## src/sv/sip_pkg.sv

```systemverilog
package sip_pkg;

  localparam int COORD_WIDTH = 16;
  localparam int W    = COORD_WIDTH;
  localparam int DW   = W + 1;          // endpoint difference
  localparam int PW   = 2 * W;          // coordinate product
  localparam int AW   = PW + 1;         // cross determinant of one segment
  localparam int DPW  = 2 * DW;         // difference product
  localparam int DENW = DPW + 1;        // denominator
  localparam int NPW  = AW + DW;        // numerator product
  localparam int NW   = NPW + 1;        // numerator
  localparam int QB   = W + 1;          // quotient magnitude bits kept
  localparam int QW   = QB + 1;         // signed quotient
  localparam int RW   = DENW + QB;      // divider remainder width

  typedef logic [7:0][W-1:0] coords_t;

  // Item status that travels beside the divider lanes.
  typedef struct packed {
    logic    valid;
    logic    dz;
    logic    negx;
    logic    negy;
    coords_t c;
  } meta_t;

  // v inside the closed range spanned by a and b, in either order
  function automatic logic in_span(input logic signed [QW-1:0] v,
                                   input logic signed [QW-1:0] a,
                                   input logic signed [QW-1:0] b);
    logic signed [QW-1:0] lo;
    logic signed [QW-1:0] hi;
    lo = (a < b) ? a : b;
    hi = (a < b) ? b : a;
    return (v >= lo) && (v <= hi);
  endfunction

endpackage

```

## src/sv/sip_div.sv

```systemverilog
// Restoring unsigned divider, one quotient bit per stage, plus an overflow
// stage up front that flags quotients that need more than QB bits.
module sip_div (
  input  logic                  clk,
  input  logic                  en,
  input  logic [sip_pkg::RW-1:0] num,
  input  logic [sip_pkg::RW-1:0] den,
  output logic [sip_pkg::QB-1:0] quo,
  output logic                  ovf
);
  import sip_pkg::*;

  logic [RW-1:0] rem [QB+1];
  logic [RW-1:0] dv  [QB+1];
  logic [QB-1:0] qt  [QB+1];
  logic          ov  [QB+1];

  always_ff @(posedge clk) begin
    if (en) begin
      rem[0] <= num;
      dv[0]  <= den;
      qt[0]  <= '0;
      ov[0]  <= (num >= (den << QB));
    end
  end

  for (genvar k = 1; k <= QB; k++) begin : g_bit
    logic [RW-1:0] trial;
    logic          take;
    always_comb begin
      trial = dv[k-1] << (QB - k);
      take  = (rem[k-1] >= trial);
    end
    always_ff @(posedge clk) begin
      if (en) begin
        rem[k] <= take ? (rem[k-1] - trial) : rem[k-1];
        dv[k]  <= dv[k-1];
        qt[k]  <= qt[k-1] | (take ? (QB'(1) << (QB - k)) : '0);
        ov[k]  <= ov[k-1];
      end
    end
  end

  assign quo = qt[QB];
  assign ovf = ov[QB];

endmodule

```

## config.mk

```make
export PLATFORM = sky130hd
export DESIGN_NAME = sip_div
export DESIGN_NICKNAME = d
export VERILOG_FILES = /design/src/sv/sip_pkg.sv /design/src/sv/sip_div.sv
export SDC_FILE = /design/constraint.sdc
export NUM_CORES = 2
export LEC_CHECK = 0
export BUFFER_PORTS_ARGS = -buffer_cell sky130_fd_sc_hd__buf_2
export CORE_ASPECT_RATIO = 1.1
export CORE_MARGIN = 4
export CORE_UTILIZATION = 46
export CTS_BUF_LIST = sky130_fd_sc_hd__clkbuf_8 sky130_fd_sc_hd__clkbuf_16
export DETAILED_ROUTE_END_ITERATION = 7
export HOLD_SLACK_MARGIN = 0.02
export PLACE_DENSITY = 0.62
export SLEW_MARGIN = 15
export SYNTH_ARGS = -nofsm -noshare
export SYNTH_HDL_FRONTEND = slang
export SYNTH_SLANG_ARGS = --single-unit
```

## constraint.sdc

```tcl
create_clock -name clk -period 4.8 [get_ports clk]
set_input_delay 0.72 -clock clk [delete_from_list [all_inputs] [get_ports clk]]
set_output_delay 0.72 -clock clk [all_outputs]
set_load 0.02 [all_outputs]
```

# Word level (Yosys, flattened, before mapping)
# Memory sizes are Yosys's and may differ from the RTL's.
# Cells that the tools add are included.
# classes
add_sub_neg,17
n_lt_le_gt_ge,18
muxes,36
n_bitwise,17
# ops
cell,count
$ge 52x52->1,18
$mux 52,17
$sub 52x52->52,17
$mux 17,1
$or 17x1->17,1
$or 17x10->17,1
$or 17x11->17,1
$or 17x12->17,1
$or 17x13->17,1
$or 17x14->17,1
$or 17x15->17,1
$or 17x16->17,1
$or 17x17->17,1
$or 17x2->17,1
$or 17x3->17,1
$or 17x4->17,1
$or 17x5->17,1
$or 17x6->17,1
$or 17x7->17,1
$or 17x8->17,1
$or 17x9->17,1
$mux 16,1
$mux 15,1
$mux 14,1
13 further kinds,15
# word_totals
reg_bits,0
ram_bits,2196
inputBits,106
output_inout_bits,18
n_memories,4
# memory_table
name,words,word_bits,read_ports,rd_clocked_by_memory_dff,wr,line_no,rtl
dv,18,52,17,0,18,sip_div.sv:14,logic [RW-1:0] dv [QB+1];
rem,18,52,17,0,18,sip_div.sv:13,logic [RW-1:0] rem [QB+1];
qt,18,17,18,0,18,sip_div.sv:15,logic [QB-1:0] qt [QB+1];
ov,18,1,18,0,18,sip_div.sv:16,logic ov [QB+1];

# Longest topological paths before layout
# An unclocked memory read counts as a cell.
# depth
depth_word,4
depth_mapped,17
depth_no_buf,15

# Least setup slack after synthesis
# Ideal clock, no wire load.
# synth_timing
kind,reg2reg
start,memory rem[10][6] in the netlist's numbering
end,memory rem[11][25] in the netlist's numbering (data pin)
t_arrival_ns,3.390
t_required_ns,4.540
path_slack_ns,1.150
path_stages_with_launch,16
path_buffers,1
period_less_slack_ns,3.650
path_cell_list,edfxtp_1 -> inv_1 -> ha_1 -> inv_1 -> fa_1 -> a21o_1 -> a21oi_2 -> o21ai_1 -> a21oi_1 -> o21ai_1 -> a211oi_1 -> nand2b_1 -> a21oi_1 -> a211oi_2 -> buf_2 -> mux2_2
# synth_rtl
item,line_no
from (decl),sip_div.sv:13

==> flow_summary.yaml <==
status:
  outcome: "finished, final reports clean"
cells_and_area:
  final_area_um2: 121800
  utilization_pct: 52.19
  syn_to_final_growth_pct: 12.83
  mostFrequentLayoutCell: "edfxtp_1"
  final_cell_mix: "edfxtp_1, inv_1, a21oi_1, ha_1, nand2_1"
  nets: 10940
  drive_above_1_share_pct: 9.640
  stdcell_count: 13310
die:
  start_util_pct: 46.25
  fp.dieH_um: 516.1
  io_pins: 124
  die_w_um: 469.9
  die-area_um2: 242500
  core_um2: 233400
  std_cell_rows: 186
sta:
  relSlewSlack_pct: 30.13
  rsz0062_at_grt: "false"
  setup_viol: 0
  tightest_slew_ns: 1.043
  fin_setup_tns_ns: 0
  whs_ns: 0.4018
  finalCritPeriodShare_pct: 95.31
  hold_viol: 0
  finClkSkew_ns: 0.05947
  fmax_ghz: 0.2186
  layout_setup_ws_ns: 0.2249
  min_period_ns: 4.575
  slew_violations: 0
clocking:
  cts_tree: "built"
  htree_levels: 4
  clk_pin_slew_ns: 0.06
  numCtsBuffers: 211
  clk_path_buf_depth: 3
  clk_latency_ns: 0.86
  clockRootBuffer: "clkbuf_16"
  cts.sinks: 1939
logic_synthesis:
  synth_area_um2: 108000
  avgSynthCellArea_um2: 11.24
  synth_ff_type: "edfxtp_1"
  synth_edf_count: 1939
  synthArstFlopShare_pct: 0
  ys_seq_elements: 1939
  yosysUniqueCellTypes: 98
  yosys_warnings: 0
  syn_inst: 9607
  synth-seq-area-share_pct: 53.93
  synth_nets: 10510
worst_setup_path:
  cp_cell_sequence: "ha_1, and3_1, o21a_1, o31ai_1, a2111oi_0, buf_4, o21ai_0, buf_4, a211oi_1, buf_4, o2111ai_1, o21ai_0, a21oi_1, xnor2_1, mux2_2"
  cp_slowest_cell: "a2111oi_0"
  cp_common_cell: "buf_4"
  worstSetupPathType: "reg -> reg"
  cp_max_fo: 4
  start_kind: "flip-flop"
  cp_data_arrival_time_ns: 5.18
  worstPathRequired_ns: 5.40
  crit_path_max_incr_delay_ns: 0.58
  crit_path_end_kind: "flip-flop"
job:
  max_cap_violations: 0
drt:
  finalWirelength_um: 258700
  dr_total_vias: 72280
  wl_per_cell_um: 19.44
  drc: 0
  antenna_left: 0
  dr.pass1.iters: 6
  drt-vias-per-instance: 5.430
  drt_first_iter_violations: 3677
global_route:
  grt_util_all_layers_pct: 21.20
  grt_start_max_net_pins: 115
  grt_pass1_wl_um: 407000
  antenna_found_initial: 5
  grt_pass1_vias: 76100
  grt.overflow.total: 0
placement:
  place_inst: 12820
  dpl.hpwl_um: 202400
  gp_congestion: 0.9999
  dp_slack_ns: -0.2673
  numPortBuffers: 123
  dpl_cell_area_um2: 113900
pwr:
  vdd_drop_max_mv: 0.4108
  total_leakage_power_nw: 50.60
  powerDensity_nw_per_um2: 639.4
  fin_total_pwr_mw: 77.88
worst_hold_path:
  holdCritPathClass: "in -> reg"
==> cell type report <==
type                            count  area [µm²]
Tap cell                         3102        3881
Timing Repair Buffer              483        4144
Inverter                          982        3686
Multi-Input combinational cell   6415       45050
Fill cell                       20060      111600
Sequential cell                  1939       58230
Antenna cell                        3       7.507
Clock buffer                      211        5280
Clock inverter                    177        1536
==> critical path, delay by kind of cell (launching register included) <==
| kind | cells | cell delay, ns |
|---|---|---|
| AO/OA/AOI/OAI | 8 | 2.01 |
| flip-flops | 1 | 0.40 |
| buffers and inverters | 3 | 0.60 |
| multiplexers | 1 | 0.26 |
| XOR/XNOR | 1 | 0.14 |
| AND/OR/NAND/NOR | 1 | 0.52 |
| adder cells (fa/ha/maj) | 1 | 0.36 |
==> state kept, by name, summed over array words and instances (netlist names) <==
signal	count
rem	884
ov	18
qt	153
dv	884
==> worst paths after layout <==
| kind | from | to | slack, ns | cells past startpoint |
|---|---|---|---|---|
| hold / removal | en | dv[0][37] | 0.40 | 1 |
| hold reg to reg | qt[6][16] | qt[7][16] | 0.41 | 0 |
| setup / recovery | rem[4][15] | rem[5][49] | 0.22 | 15 |
| setup reg to reg | rem[4][15] | rem[5][49] | 0.22 | 15 |
==> what timing repair did <==
action / 4_1_cts / 5_1_grt
endpoints found under the setup margin: 48 / 2
buffers inserted: 0 / 0
hold endpoints to repair: 104 / 0
hold buffers: 104 / 0
resized for setup: 2 / 1
==> layer usage <==
layer | global-route usage [%] | share of wire [%] | up-vias
met2 | 43.04 | 56 | 1482
met4 | 13.54 | 7.1 | 0
met5 | 0 | 0 | -
li1 | - | - | 36110
met1 | 19.75 | 34 | 33990
met3 | 2.476 | 2.7 | 705
==> synth_stat cells (all sizes together) (58+ instances only) <==
master / n / area [µm²]
a211oi: 64 / 490.5
a21o: 450 / 3378
a21oi: 876 / 4403
a31oi: 76 / 481.7
and3: 79 / 494.2
buf: 58 / 369.1
clkbuf: 213 / 799.5
edfxtp: 1939 / 58230
ha: 783 / 9797
inv: 982 / 3686
mux2: 250 / 2864
nand2: 737 / 2769
nand2b: 94 / 588.1
nand3: 145 / 725.7
nand4: 150 / 938.4
nor2: 483 / 1813
nor2b: 82 / 513.0
nor3: 71 / 365.3
o21a: 84 / 630.6
o21ai: 666 / 3341
o21bai: 106 / 795.8
xnor2: 359 / 3144
xor2: 260 / 2277
==> power breakdown <==
part | switching, mW | leakage, nW | internal [mW]
sequential | 1.95 | 19.0 | 24.1
combinational | 20.9 | 28.1 | 15.3
clock | 6.71 | 3.45 | 8.99
total | 29.5 | 50.6 | 48.4
==> kinds of logic (layout without fill, tap and decap cells) <==
kind of cell             after synthesis  in the layout  share of synthesized area [%]
XOR/XNOR                             619            619                          5.022
adder cells (fa/ha/maj)              799            799                          9.371
multiplexers                         263            263                          2.773
flip-flops                          1939           1939                          53.93
buffers and inverters               1253           1853                          4.497
other                                  0              3                              0
AND/OR/NAND/NOR                     2061           2061                          9.054
AO/OA/AOI/OAI                       2673           2673                          15.35
No activity file was read; power rests on OpenSTA's default activity.
